==> src/rtl/tcfe_pkg.sv <==
// Shared types, constants and lookup functions for the tube clock frame encoder.
package tcfe_pkg;

  localparam int TIME_W          = 20;
  localparam int BYTE_W          = 8;
  localparam int DIGIT_W         = 4;
  localparam int DIGIT_COUNT_DEF = 6;
  localparam int BCD_NDIG        = 8;
  localparam int BCD_W           = BCD_NDIG * DIGIT_W;
  localparam int CONV_BITS       = 2;
  localparam int CONV_STEPS      = TIME_W / CONV_BITS;
  localparam int CONV_CNT_W      = $clog2(CONV_STEPS);
  localparam int QUEUE_DEPTH     = 2;

  localparam logic [BYTE_W-1:0] STATUS_DOTS = 8'b0010_0000;
  localparam int STATUS_ALARM_BIT = 1;
  localparam int STATUS_SYNC_BIT  = 3;

  typedef enum logic [1:0] {
    FRONT_IDLE,
    FRONT_CONV,
    FRONT_HOLD
  } front_state_t;

  typedef struct packed {
    logic oversize;
    logic alarm;
    logic sync;
  } tcfe_flags_t;

  localparam int FLAGS_W = $bits(tcfe_flags_t);

  function automatic logic [BCD_W-1:0] dabble_step(input logic [BCD_W-1:0] bcd,
                                                   input logic             bin_bit);
    logic [BCD_W-1:0] adj;
    adj = bcd;
    for (int i = 0; i < BCD_NDIG; i++) begin
      if (adj[DIGIT_W*i +: DIGIT_W] >= 4'd5) begin
        adj[DIGIT_W*i +: DIGIT_W] = adj[DIGIT_W*i +: DIGIT_W] + 4'd3;
      end
    end
    return {adj[BCD_W-2:0], bin_bit};
  endfunction

  function automatic logic [BYTE_W-1:0] wire_first(input logic [DIGIT_W-1:0] digit);
    logic [BYTE_W-1:0] b;
    case (digit)
      4'd0:    b = 8'b0000_0100;
      4'd1:    b = 8'b0000_0010;
      4'd4:    b = 8'b0010_0000;
      4'd5:    b = 8'b1000_0000;
      4'd9:    b = 8'b0001_0000;
      default: b = 8'b0000_0000;
    endcase
    return b;
  endfunction

  function automatic logic [BYTE_W-1:0] wire_second(input logic [DIGIT_W-1:0] digit);
    logic [BYTE_W-1:0] b;
    case (digit)
      4'd2:    b = 8'b1000_0000;
      4'd3:    b = 8'b0001_0000;
      4'd6:    b = 8'b0000_0010;
      4'd7:    b = 8'b0000_0100;
      4'd8:    b = 8'b0010_0000;
      default: b = 8'b0000_0000;
    endcase
    return b;
  endfunction

  function automatic logic [BYTE_W-1:0] status_byte(input logic alarm, input logic sync);
    logic [BYTE_W-1:0] b;
    b = STATUS_DOTS;
    b[STATUS_ALARM_BIT] = alarm;
    b[STATUS_SYNC_BIT]  = sync;
    return b;
  endfunction

endpackage

==> src/rtl/tcfe_in_if.sv <==
// Input request channel: time value and status flags.
interface tcfe_in_if
  import tcfe_pkg::*;
  ();
  logic              valid;
  logic              ready;
  logic [TIME_W-1:0] time_value;
  logic              alarm_set;
  logic              synchronized;

  modport source (output valid, output time_value, output alarm_set, output synchronized,
                  input ready);
  modport sink   (input valid, input time_value, input alarm_set, input synchronized,
                  output ready);
endinterface

==> src/rtl/tcfe_out_if.sv <==
// Output request channel: one chain byte with its latch marker.
interface tcfe_out_if
  import tcfe_pkg::*;
  ();
  logic              valid;
  logic              ready;
  logic [BYTE_W-1:0] chain_byte;
  logic              latch_after;

  modport source (output valid, output chain_byte, output latch_after, input ready);
  modport sink   (input valid, input chain_byte, input latch_after, output ready);
endinterface

==> src/rtl/tcfe_front.sv <==
// Front end: accepts a request and converts the time value to BCD, two bits a cycle.
module tcfe_front
  import tcfe_pkg::*;
#(
  parameter int DIGIT_COUNT = DIGIT_COUNT_DEF
) (
  input  logic                                  clk,
  input  logic                                  rst_n,
  tcfe_in_if.sink                               in_req,
  output logic                                  push_valid,
  input  logic                                  push_ready,
  output logic [DIGIT_COUNT-1:0][DIGIT_W-1:0]   push_digits,
  output tcfe_flags_t                           push_flags
);

  front_state_t          state_r, state_nxt;
  logic [TIME_W-1:0]     bin_r;
  logic [BCD_W-1:0]      bcd_r;
  logic [CONV_CNT_W-1:0] cnt_r;
  logic                  alarm_r;
  logic                  sync_r;
  logic                  accept;
  logic                  last_step;
  logic                  oversize;
  logic [BCD_W-1:0]      bcd_step;

  assign accept    = in_req.valid && in_req.ready;
  assign last_step = cnt_r == CONV_CNT_W'(CONV_STEPS - 1);

  always_comb begin
    state_nxt = state_r;
    case (state_r)
      FRONT_IDLE: if (accept) state_nxt = FRONT_CONV;
      FRONT_CONV: if (last_step) state_nxt = FRONT_HOLD;
      FRONT_HOLD: if (push_ready) state_nxt = FRONT_IDLE;
      default:    state_nxt = FRONT_IDLE;
    endcase
  end

  always_comb begin
    in_req.ready = 1'b0;
    push_valid   = 1'b0;
    case (state_r)
      FRONT_IDLE: in_req.ready = 1'b1;
      FRONT_HOLD: push_valid   = 1'b1;
      default: begin
        in_req.ready = 1'b0;
        push_valid   = 1'b0;
      end
    endcase
  end

  always_comb begin
    bcd_step = bcd_r;
    for (int k = 0; k < CONV_BITS; k++) begin
      bcd_step = dabble_step(bcd_step, bin_r[TIME_W-1-k]);
    end
  end

  always_ff @(posedge clk) begin
    if (!rst_n) begin
      state_r <= FRONT_IDLE;
    end else begin
      state_r <= state_nxt;
    end
  end

  always_ff @(posedge clk) begin
    if (accept) begin
      bin_r   <= in_req.time_value;
      bcd_r   <= '0;
      cnt_r   <= '0;
      alarm_r <= in_req.alarm_set;
      sync_r  <= in_req.synchronized;
    end else if (state_r == FRONT_CONV) begin
      bin_r <= bin_r << CONV_BITS;
      bcd_r <= bcd_step;
      cnt_r <= cnt_r + 1'b1;
    end
  end

  always_comb begin
    oversize = 1'b0;
    for (int i = DIGIT_COUNT; i < BCD_NDIG; i++) begin
      oversize = oversize | (|bcd_r[DIGIT_W*i +: DIGIT_W]);
    end
  end

  always_comb begin
    for (int i = 0; i < DIGIT_COUNT; i++) begin
      push_digits[i] = bcd_r[DIGIT_W*i +: DIGIT_W];
    end
  end

  assign push_flags.oversize = oversize;
  assign push_flags.alarm    = alarm_r;
  assign push_flags.sync     = sync_r;

endmodule

==> src/rtl/tcfe_queue.sv <==
// Two-entry queue between the converter and the byte sequencer.
module tcfe_queue
  import tcfe_pkg::*;
#(
  parameter int DATA_W = 1
) (
  input  logic              clk,
  input  logic              rst_n,
  input  logic              push_valid,
  output logic              push_ready,
  input  logic [DATA_W-1:0] push_data,
  output logic              pop_valid,
  input  logic              pop_ready,
  output logic [DATA_W-1:0] pop_data
);

  localparam int PTR_W = $clog2(QUEUE_DEPTH);
  localparam int CNT_W = $clog2(QUEUE_DEPTH + 1);

  logic [DATA_W-1:0] mem_r [QUEUE_DEPTH];
  logic [PTR_W-1:0]  wr_ptr_r, rd_ptr_r;
  logic [CNT_W-1:0]  cnt_r, cnt_nxt;
  logic              do_push, do_pop;

  assign push_ready = cnt_r != CNT_W'(QUEUE_DEPTH);
  assign pop_valid  = cnt_r != '0;
  assign pop_data   = mem_r[rd_ptr_r];
  assign do_push    = push_valid && push_ready;
  assign do_pop     = pop_valid && pop_ready;

  always_comb begin
    cnt_nxt = cnt_r;
    if (do_push && !do_pop) cnt_nxt = cnt_r + 1'b1;
    if (!do_push && do_pop) cnt_nxt = cnt_r - 1'b1;
  end

  always_ff @(posedge clk) begin
    if (!rst_n) begin
      wr_ptr_r <= '0;
      rd_ptr_r <= '0;
      cnt_r    <= '0;
    end else begin
      cnt_r <= cnt_nxt;
      if (do_push) wr_ptr_r <= wr_ptr_r + 1'b1;
      if (do_pop)  rd_ptr_r <= rd_ptr_r + 1'b1;
    end
  end

  always_ff @(posedge clk) begin
    if (do_push) begin
      mem_r[wr_ptr_r] <= push_data;
    end
  end

endmodule

==> src/rtl/tcfe_back.sv <==
// Back end: walks the digit bytes and status byte of the head entry into the output register.
module tcfe_back
  import tcfe_pkg::*;
#(
  parameter int DIGIT_COUNT = DIGIT_COUNT_DEF
) (
  input  logic                                clk,
  input  logic                                rst_n,
  input  logic                                pop_valid,
  output logic                                pop_ready,
  input  logic [DIGIT_COUNT-1:0][DIGIT_W-1:0] pop_digits,
  input  tcfe_flags_t                         pop_flags,
  tcfe_out_if.source                          out_req
);

  localparam int SLOTS  = 2 * DIGIT_COUNT + 1;
  localparam int SLOT_W = $clog2(SLOTS);
  localparam int DIG_IW = (DIGIT_COUNT > 1) ? $clog2(DIGIT_COUNT) : 1;

  logic [SLOT_W-1:0]                    slot_r, slot_nxt;
  logic [SLOT_W-1:0]                    eff;
  logic [SLOT_W-1:0]                    pos;
  logic [(1<<DIG_IW)-1:0][DIGIT_W-1:0]  dig_pad;
  logic [DIGIT_W-1:0]                   dig;
  logic                                 is_status;
  logic                                 load;
  logic [BYTE_W-1:0]                    byte_sel;
  logic                                 out_valid_r;
  logic [BYTE_W-1:0]                    chain_byte_r;
  logic                                 latch_after_r;

  always_comb begin
    dig_pad                  = '0;
    dig_pad[DIGIT_COUNT-1:0] = pop_digits;
  end

  // skip the leading digit's pair when it is out of range
  assign eff       = (slot_r == '0 && pop_flags.oversize) ? SLOT_W'(2) : slot_r;
  assign is_status = eff == SLOT_W'(SLOTS - 1);
  assign pos       = SLOT_W'(DIGIT_COUNT - 1) - (eff >> 1);
  assign dig       = dig_pad[pos[DIG_IW-1:0]];

  always_comb begin
    if (is_status) begin
      byte_sel = status_byte(pop_flags.alarm, pop_flags.sync);
    end else if (eff[0]) begin
      byte_sel = wire_second(dig);
    end else begin
      byte_sel = wire_first(dig);
    end
  end

  assign load      = pop_valid && (!out_valid_r || out_req.ready);
  assign pop_ready = load && is_status;

  always_comb begin
    slot_nxt = slot_r;
    if (load) slot_nxt = is_status ? '0 : eff + 1'b1;
  end

  always_ff @(posedge clk) begin
    if (!rst_n) begin
      slot_r      <= '0;
      out_valid_r <= 1'b0;
    end else begin
      slot_r <= slot_nxt;
      if (load) begin
        out_valid_r <= 1'b1;
      end else if (out_req.ready) begin
        out_valid_r <= 1'b0;
      end
    end
  end

  always_ff @(posedge clk) begin
    if (load) begin
      chain_byte_r  <= byte_sel;
      latch_after_r <= is_status;
    end
  end

  assign out_req.valid       = out_valid_r;
  assign out_req.chain_byte  = chain_byte_r;
  assign out_req.latch_after = latch_after_r;

endmodule

==> src/rtl/tube_clock_frame_encoder_unit.sv <==
// Top level of the tube clock frame encoder: converter, queue and byte sequencer.
//
//   port      dir  payload                                   handshake
//   in_req    in   time_value[19:0], alarm_set, synchronized  valid/ready
//   out_req   out  chain_byte[7:0], latch_after               valid/ready
//
// The front converts a value in order: accept, 10 two-bit BCD steps, hand-off.
// The back sends 2*DIGIT_COUNT+1 bytes a request at one a cycle while the output is ready,
// 2*DIGIT_COUNT-1 when the leading digit exceeds 9; the slower of front and back sets the rate.
// Reset is synchronous, active low, and empties the queue and output register.
// A stalled output holds its byte; the two-entry queue lets the front keep converting.
module tube_clock_frame_encoder_unit
  import tcfe_pkg::*;
#(
  parameter int DIGIT_COUNT = DIGIT_COUNT_DEF
) (
  input  logic        clk,
  input  logic        rst_n,
  tcfe_in_if.sink     in_req,
  tcfe_out_if.source  out_req
);

  localparam int Q_W = DIGIT_COUNT * DIGIT_W + FLAGS_W;

  logic                                push_valid, push_ready;
  logic [DIGIT_COUNT-1:0][DIGIT_W-1:0] push_digits;
  tcfe_flags_t                         push_flags;
  logic                                pop_valid, pop_ready;
  logic [Q_W-1:0]                      pop_data;
  logic [DIGIT_COUNT-1:0][DIGIT_W-1:0] pop_digits;
  tcfe_flags_t                         pop_flags;

  tcfe_front #(.DIGIT_COUNT(DIGIT_COUNT)) u_front (
    .clk         (clk),
    .rst_n       (rst_n),
    .in_req      (in_req),
    .push_valid  (push_valid),
    .push_ready  (push_ready),
    .push_digits (push_digits),
    .push_flags  (push_flags)
  );

  tcfe_queue #(.DATA_W(Q_W)) u_queue (
    .clk        (clk),
    .rst_n      (rst_n),
    .push_valid (push_valid),
    .push_ready (push_ready),
    .push_data  ({push_flags, push_digits}),
    .pop_valid  (pop_valid),
    .pop_ready  (pop_ready),
    .pop_data   (pop_data)
  );

  assign pop_digits = pop_data[DIGIT_COUNT*DIGIT_W-1:0];
  assign pop_flags  = tcfe_flags_t'(pop_data[Q_W-1 -: FLAGS_W]);

  tcfe_back #(.DIGIT_COUNT(DIGIT_COUNT)) u_back (
    .clk        (clk),
    .rst_n      (rst_n),
    .pop_valid  (pop_valid),
    .pop_ready  (pop_ready),
    .pop_digits (pop_digits),
    .pop_flags  (pop_flags),
    .out_req    (out_req)
  );

  a_status_dots: assert property (@(posedge clk) disable iff (!rst_n)
    out_req.valid && out_req.latch_after |-> out_req.chain_byte[5])
    else $error("status byte without dots bit");

  a_digit_onehot: assert property (@(posedge clk) disable iff (!rst_n)
    out_req.valid && !out_req.latch_after |-> $onehot0(out_req.chain_byte))
    else $error("digit byte drives more than one segment");

  a_front_busy: assert property (@(posedge clk) disable iff (!rst_n)
    in_req.valid && in_req.ready |=> !in_req.ready)
    else $error("front accepted a request while converting");

  a_pop_on_status: assert property (@(posedge clk) disable iff (!rst_n)
    pop_ready |=> out_req.valid && out_req.latch_after)
    else $error("queue entry released without a status byte");

endmodule

==> src/flat_wrapper.sv <==
// flat-port wrapper written by rule: the top's interface ports become plain ports
module tube_clock_frame_encoder_unit_flat import tcfe_pkg::*;
#(
  parameter int DIGIT_COUNT = DIGIT_COUNT_DEF
)
  (clk, rst_n, in_req_valid, in_req_time_value, in_req_alarm_set, in_req_synchronized, in_req_ready, out_req_valid, out_req_chain_byte, out_req_latch_after, out_req_ready);
  tcfe_in_if in_req_i ();
  tcfe_out_if out_req_i ();
  input  logic clk;
  input  logic rst_n;
  input wire logic [$bits(in_req_i.valid)-1:0] in_req_valid;
  input wire logic [$bits(in_req_i.time_value)-1:0] in_req_time_value;
  input wire logic [$bits(in_req_i.alarm_set)-1:0] in_req_alarm_set;
  input wire logic [$bits(in_req_i.synchronized)-1:0] in_req_synchronized;
  output wire logic [$bits(in_req_i.ready)-1:0] in_req_ready;
  output wire logic [$bits(out_req_i.valid)-1:0] out_req_valid;
  output wire logic [$bits(out_req_i.chain_byte)-1:0] out_req_chain_byte;
  output wire logic [$bits(out_req_i.latch_after)-1:0] out_req_latch_after;
  input wire logic [$bits(out_req_i.ready)-1:0] out_req_ready;
  assign in_req_i.valid = in_req_valid;
  assign in_req_i.time_value = in_req_time_value;
  assign in_req_i.alarm_set = in_req_alarm_set;
  assign in_req_i.synchronized = in_req_synchronized;
  assign in_req_ready = in_req_i.ready;
  assign out_req_valid = out_req_i.valid;
  assign out_req_chain_byte = out_req_i.chain_byte;
  assign out_req_latch_after = out_req_i.latch_after;
  assign out_req_i.ready = out_req_ready;
  tube_clock_frame_encoder_unit #(.DIGIT_COUNT(DIGIT_COUNT)) u_core (.clk(clk), .rst_n(rst_n), .in_req(in_req_i), .out_req(out_req_i));
endmodule
==> config.mk <==
export PLATFORM = sky130hd
export DESIGN_NAME = tube_clock_frame_encoder_unit_flat
export DESIGN_NICKNAME = d
export VERILOG_FILES = /design/src/rtl/tcfe_pkg.sv /design/src/rtl/tcfe_in_if.sv /design/src/rtl/tcfe_out_if.sv /design/src/rtl/tcfe_front.sv /design/src/rtl/tcfe_queue.sv /design/src/rtl/tcfe_back.sv /design/src/rtl/tube_clock_frame_encoder_unit.sv /design/src/flat_wrapper.sv
export SDC_FILE = /design/constraint.sdc
export NUM_CORES = 1
export LEC_CHECK = 0
export BUFFER_PORTS_ARGS = -buffer_cell sky130_fd_sc_hd__buf_2
export CAP_MARGIN = 20
export CORE_MARGIN = 1
export CORE_UTILIZATION = 30
export CTS_BUF_LIST = sky130_fd_sc_hd__clkbuf_2 sky130_fd_sc_hd__clkbuf_4 sky130_fd_sc_hd__clkbuf_8
export CTS_CLUSTER_DIAMETER = 80
export CTS_CLUSTER_SIZE = 14
export DETAILED_ROUTE_END_ITERATION = 8
export PLACE_DENSITY = 0.47
export SLEW_MARGIN = 10
export SYNTH_ARGS = -nofsm -noshare
export SYNTH_HDL_FRONTEND = slang
export SYNTH_SLANG_ARGS = --single-unit
==> constraint.sdc <==
create_clock -name clk -period 2.93 [get_ports clk]
set_clock_uncertainty 0.15 [all_clocks]
set_input_delay 0.1465 -clock clk [delete_from_list [all_inputs] [get_ports clk]]
set_output_delay 0.1465 -clock clk [all_outputs]
set_load 0.02 [all_outputs]
; Yosys cells after proc, flatten, opt, wreduce, memory -nomap -nowiden
; Memories as Yosys holds them, arrays and structs flattened. A register that Yosys moved wholly into a read port is not among the register bits.
; Index checks and enable logic that the tools add are counted.
[word_totals]
out_inout_bits = 11
register_bits = 78
mem_bits_rw = 54
n_memories = 1
[mem_list]
columns = memory, words, width, rd, rd_ports_with_merged_regs, wr, line_no
row1 = u_core.u_queue.mem_r, 2, 27, 1, 1, 1, tcfe_queue.sv:20  ; logic [DATA_W-1:0] mem_r [QUEUE_DEPTH];
[op_classes]
n_reduce_logical = 22
magnitude_cmp = 17
n_eq_ne = 17
bitwise_logic = 1
addsub = 23
muxes = 40
[ops]
columns = op, count
row1 = one-hot mux 8 bit (5 select lines), 2
row2 = 2-to-1 mux 4 bit, 18
row3 = >= comparator 4 x 3 -> 1 bit (second input constant), 16
row4 = adder 4 x 2 -> 4 bit (second input constant), 14
row5 = 2-to-1 mux 20 bit, 2
row6 = == test 4 x 3 -> 1 bit (second input constant), 4
row7 = == test 4 bit (second input constant), 4
row8 = binary-select mux 4 bit (select 3 bit), 1
row9 = 2-to-1 mux 2 bit, 5
row10 = adder 4 x 1 -> 4 bit (second input constant), 2
row11 = == test 4 x 2 -> 1 bit (second input constant), 2
row12 = logical AND 1 bit, 8
row13 = logical NOT 4 bit, 2
row14 = 2-to-1 mux 1 bit, 8
row15 = 2-to-1 mux 8 bit, 1
row16 = != test 2 bit (second input constant), 4
row17 = nonzero test 2 bit, 4
row18 = OR reduction 4 bit, 2
row19 = adder 3 x 2 -> 3 bit (second input constant), 2
row20 = 2-to-1 mux 3 bit, 2
row21 = one-hot mux 2 bit (3 select lines), 1
row22 = == test 4 x 1 -> 1 bit (second input constant), 1
row23 = < comparator 3 x 4 -> 1 bit (second input constant), 1
row24 = logical NOT 1 bit, 3
row25 = other kinds (10), 11

; Longest topological paths before layout
[logic_depth]
depth_word = 10
ltp_mapped = 12

; Hierarchy
; A second synthesis with hierarchy kept.
[unflattened]
cells_unflattened = 701
area_unflattened_um2 = 7239.4
[by_module_without_submodules]
columns = mod, seq_area_each_um2, area_each_um2, cells_each, n_inst
row1 = tcfe_front, 1421.4, 4016.4, 472, 1
row2 = tcfe_queue, 1721.7, 2175.8, 108, 1
row3 = tcfe_back, 310.3, 1047.3, 121, 1

; Worst setup path after synthesis
; Ideal clock, no wire load.
[synth_timing]
kind = flip-flop to flip-flop
from = register u_core.u_back.slot_r[0]
to = register u_core.u_back.chain_byte_r[1] (netlist: u_core.u_back.out_req.chain_byte[1]), data pin
arrival_time_ns = 2.594
synth_period_minus_slack_ns = 2.902
slack_ns = 0.028
n_path_buf = 1
setup_time_ns = 0.158
path_stages_with_launch = 8
path_cell_list = dfxtp_1 -> buf_2 -> o41ai_4 -> mux4_1 -> mux2_2 -> a21o_1 -> or4_1 -> o211ai_1
[synth_via]
elab_chain_len = 10
[synth_rtl]
columns = item, line_no
row1 = from (decl), tcfe_back.sv:20  ; logic [SLOT_W-1:0] slot_r, slot_nxt;
row2 = from (signal assigned), tcfe_back.sv:66  ; slot_r <= slot_nxt;
row3 = logical NOT 4 bit, tcfe_back.sv:38  ; assign eff = (slot_r == '0 && pop_flags.oversize) ? SLOT_W'(2) : slot_r;
row4 = logical AND 1 bit, tcfe_back.sv:38
row5 = 2-to-1 mux 4 bit (*), tcfe_back.sv:38
row6 = subtractor 3 bit, tcfe_back.sv:40  ; assign pos = SLOT_W'(DIGIT_COUNT - 1) - (eff >> 1);
row7 = binary-select mux 4 bit (select 3 bit), tcfe_back.sv:41  ; assign dig = dig_pad[pos[DIG_IW-1:0]];
row8 = 2-to-1 mux 4 bit (not written as such), tcfe_back.sv:41
row9 = == test 4 bit (tied with other cells), tcfe_pkg.sv:47  ; case (digit)
row10 = one-hot mux 8 bit (5 select lines) (on tied branches), "tcfe_pkg.sv:47, tcfe_pkg.sv:60"
row11 = 2-to-1 mux 8 bit, tcfe_back.sv:46  ; end else if (eff[0]) begin
row12 = 2-to-1 mux 4 bit (*), tcfe_back.sv:44  ; if (is_status) begin
row13 = named net u_core.u_back.byte_sel[1], tcfe_back.sv:27  ; logic [BYTE_W-1:0] byte_sel;
row14 = to (signal assigned), tcfe_back.sv:77  ; chain_byte_r <= byte_sel;
row15 = to (decl), tcfe_back.sv:29  ; logic [BYTE_W-1:0] chain_byte_r;
; The timed path passes the listed nets; every way through them passes the cells marked *. The select of a mux whose other input is x is not followed.
; A chain may end at the register's enable or synchronous reset.

==> impl_metrics.py <==
metrics = {
    "run_status": {
        "outcome": "finished, final reports clean",
    },
    "yosys": {
        "synth-seq-cells": 131,
        "yosysSeqAreaShare_pct": 51.4,
        "ys.flop_type": "edfxtp_1",
        "synth_edf_count": 83,
        "synthesis.area_mm2": 0.00671,
        "yosysWarnings": 0,
        "syn_area_per_cell_um2": 11.2,
        "syn_inst": 599,
        "async_reset_ff_share_pct": 0,
        "yosys.cell_types.count": 52,
    },
    "route": {
        "vias": 4537,
        "via_per_inst": 4.71,
        "drt-total-wl_um": 13200,
        "drt_iter0_markers": 210,
        "antenna_left": 0,
        "dr.pass1.iters": 4,
        "drc": 0,
        "wl_per_cell_um": 13.7,
    },
    "power": {
        "powerDensity_mw_per_mm2": 881,
        "p_leak_nw": 3.03,
        "vdd_ir_drop_max_mv": 0.315,
    },
    "clock_network": {
        "cts-root-buf": "clkbuf_8",
        "htree_levels": 4,
        "cts.sinks": 131,
        "clkTransAtPathRegs_ns": 0.09,
        "cts_tree": "done",
        "cts_inserted_buffers": 17,
        "clk_latency_ns": 0.45,
        "clockBufferDepth": 2,
    },
    "layout": {
        "n_antenna_cell": 0,
        "final_cell_area_mm2": 0.00796,
        "nets": 737,
        "drive_gt1_share_pct": 19.3,
        "syn_to_final_growth_pct": 18.6,
        "instances_no_fill": 964,
    },
    "global_route": {
        "met1_usage_pct": 15.1,
        "grt_pass1_vias": 4330,
        "grt_max_degree": 46,
        "use_met3_pct": 2.96,
        "grt_overflow": 0,
        "grt_first_pass_wirelength_um": 21400,
        "grt.total_usage_pct": 12.3,
        "met2_usage_pct": 20.5,
        "antenna_found_initial": 0,
        "grt-busiest-layer": "met2",
    },
    "place": {
        "place.gp.congestion": 0.800,
        "placed_cell_area_mm2": 0.00724,
        "place_hpwl_um": 9170,
        "dp.cells": 903,
        "pre_cts_ws_ns": 0.121,
        "io_buffers": 34,
    },
    "critical_path": {
        "worstPathMaxFanout": 4,
        "crit_slowest_cell": "mux4_1",
        "startpoint_type": "register",
        "worstPathArrival_ns": 2.93,
        "max_stage_delay_ns": 0.53,
        "reg2regPathDepth": 9,
        "path_class": "reg2reg",
        "path_cells": "mux2i_2 > o41ai_4 > buf_4 > buf_6 > mux4_1 > mux2i_1 > o21ai_1 > or4_1 > o211ai_1",
        "end_kind": "register",
        "cp.required_ns": 3.06,
    },
    "sta": {
        "worst_slew_pin_slew_ns": 0.641,
        "fmax_mhz": 358,
        "worst_slack_ns": 0.133,
        "period_share_pct": 95.5,
        "finalSetupViolations": 0,
        "min_period_ns": 2.80,
        "slew_viol_final": 0,
        "setup_tns_ns": 0,
        "hold_slack_ns": 0.257,
        "slew_headroom_pct": 57.3,
        "finalHoldViolCount": 0,
    },
    "floorplan": {
        "die_area_mm2": 0.0230,
        "pin_count": 37,
        "die_h_um": 152,
        "start_util_pct": 30.7,
        "die_w_um": 152,
        "core_mm2": 0.0219,
        "num_rows": 54,
    },
    "worst_hold_path": {
        "holdPathStages": 2,
        "hold_path_class": "in2reg",
    },
    "flow_run": {
        "cap_violations": 0,
    },
}
stage by stage:
step / utilization [%] / power (mW)
floorplan: - / 4.81
CTS: 36.3 / 7.11
global placement: 33.1 / 5.26
global route: 36.4 / 7.59
finish: 36.4 / 7.02
detailed placement: 33.1 / 5.38
Yosys cell counts (2+ instances only):
cell type  number  area, um2
nand4_1         2       12.5
nand3b_1        3       22.5
o2bb2ai_1       3       26.3
a21oi_1        46        230
nor3b_1        17        128
inv_1          45        169
o21a_1          7       52.6
clkbuf_1       19       71.3
mux4_1          6        158
xor2_1          3       26.3
and2_1          4       25.0
ha_1           40        500
xnor2_1        20        175
nand3_1         9       45.0
nand4b_1        2       17.5
or3_1           3       18.8
o22ai_1        32        200
dfxtp_1        48        961
mux4_2          2       45.0
inv_2           2       7.51
a221oi_1        2       17.5
mux2i_1        20        200
nor3_1          4       20.0
mux2_2         33        372
edfxtp_1       83       2490
nand2_1        43        161
nor2b_1         5       31.3
nand2b_1       12       75.1
nor2_1         42        158
buf_4           2       15.0
and3_1          2       12.5
o21ai_0        18       90.1
per-layer routing:
layer | vias to the layer above | routed length, um
met3 | 12 | 319
li1 | 2289 | -
met4 | 0 | 192
met1 | 2180 | 6320
met2 | 56 | 6390
met5 | - | 0
final cells by class:
cell class,instances,area (um2)
clock buffer,17,234
clock inverter,15,196
timing repair buffer,77,577
inverter,48,180
fill,2175,13900
tap,280,350
sequential,131,3450
multi-input combinational,396,2970
where the power goes:
part           internal (mW)  switching (mW)
Sequential              2.28           0.296
Combinational           1.31            1.47
Clock                  0.868           0.798
Total                   4.46            2.56
worst max-delay path: cells and delay by family, from the launching register on:
| family | cells | cell delay [ns] |
|---|---|---|
| buffers and inverters | 2 | 0.31 |
| muxes | 3 | 0.84 |
| AOI/OAI and AO/OA | 3 | 0.50 |
| and+or+nand+nor | 1 | 0.51 |
| DFF | 1 | 0.34 |
what timing repair did:
item,in CTS,in global routing
resized for setup,0,9
setup buffers,0,2
hold buffers,27,0
hold endpoints to repair,34,0
endpoints found under the setup margin,0,1
worst paths after layout:
path / startpoint / endpoint / slack (ns)
setup / recovery: register / u_core.u_back.out_req.chain_byte[1]$_DFFE_PP_ / 0.13
hold reg to reg: u_core.u_front.sync_r$_DFFE_PP_ / u_core.u_queue.mem_r[0][24]$_DFFE_PP_ / 0.30
hold / removal: in_req_synchronized / u_core.u_front.sync_r$_DFFE_PP_ / 0.26
setup reg to reg: register / u_core.u_back.out_req.chain_byte[1]$_DFFE_PP_ / 0.13
placed cells by master (no fill, tap or decap), types with 3 or more instances in the layout:
cell type,n
o21ai_0,18
a21oi_1,46
clkbuf_8,17
inv_6,3
nor2_1,40
o21a_1,7
xnor2_1,20
nand3b_1,3
nor3_1,4
dlygate4sd3_1,27
bufinv_16,3
mux4_1,3
nand2_1,43
clkinv_4,4
edfxtp_1,83
buf_4,14
nand2b_1,11
nor2b_1,5
mux4_2,5
inv_1,45
nand3_1,9
or3_1,3
mux2i_1,19
mux2_2,32
o22ai_1,32
ha_1,39
xor2_1,3
dfxtp_1,47
buf_2,34
inv_8,3
nor3b_1,17
and2_1,3
registers in the layout, summed over array words and instances, names as in the netlist, named ones only:
signal / cells
u_core.u_back.slot_r: 4
u_core.u_front.state_r: 2
u_core.u_front.alarm_r: 1
u_core.u_back.out_req.chain_byte: 6
u_core.u_queue.mem_r: 54
u_core.u_front.cnt_r: 4
u_core.u_queue.rd_ptr_r: 1
u_core.u_front.bin_r: 20
u_core.u_front.bcd_r: 32
u_core.u_queue.wr_ptr_r: 1
u_core.u_back.out_req.latch_after: 1
u_core.u_front.sync_r: 1
u_core.u_back.out_req.valid: 1
u_core.u_queue.cnt_r: 2
logic make-up after synthesis:
group / after synthesis / synth area share (%)
AO/OA/AOI/OAI: 119 / 10.8
XOR/XNOR: 23 / 3.00
adder cells (fa/ha/maj): 40 / 7.46
buffers and inverters: 73 / 4.55
flip-flops: 131 / 51.4
multiplexers: 61 / 11.5
other: 1 / 0.0559
AND/OR/NAND/NOR: 151 / 11.1
Power figures use the tool's default switching activity.
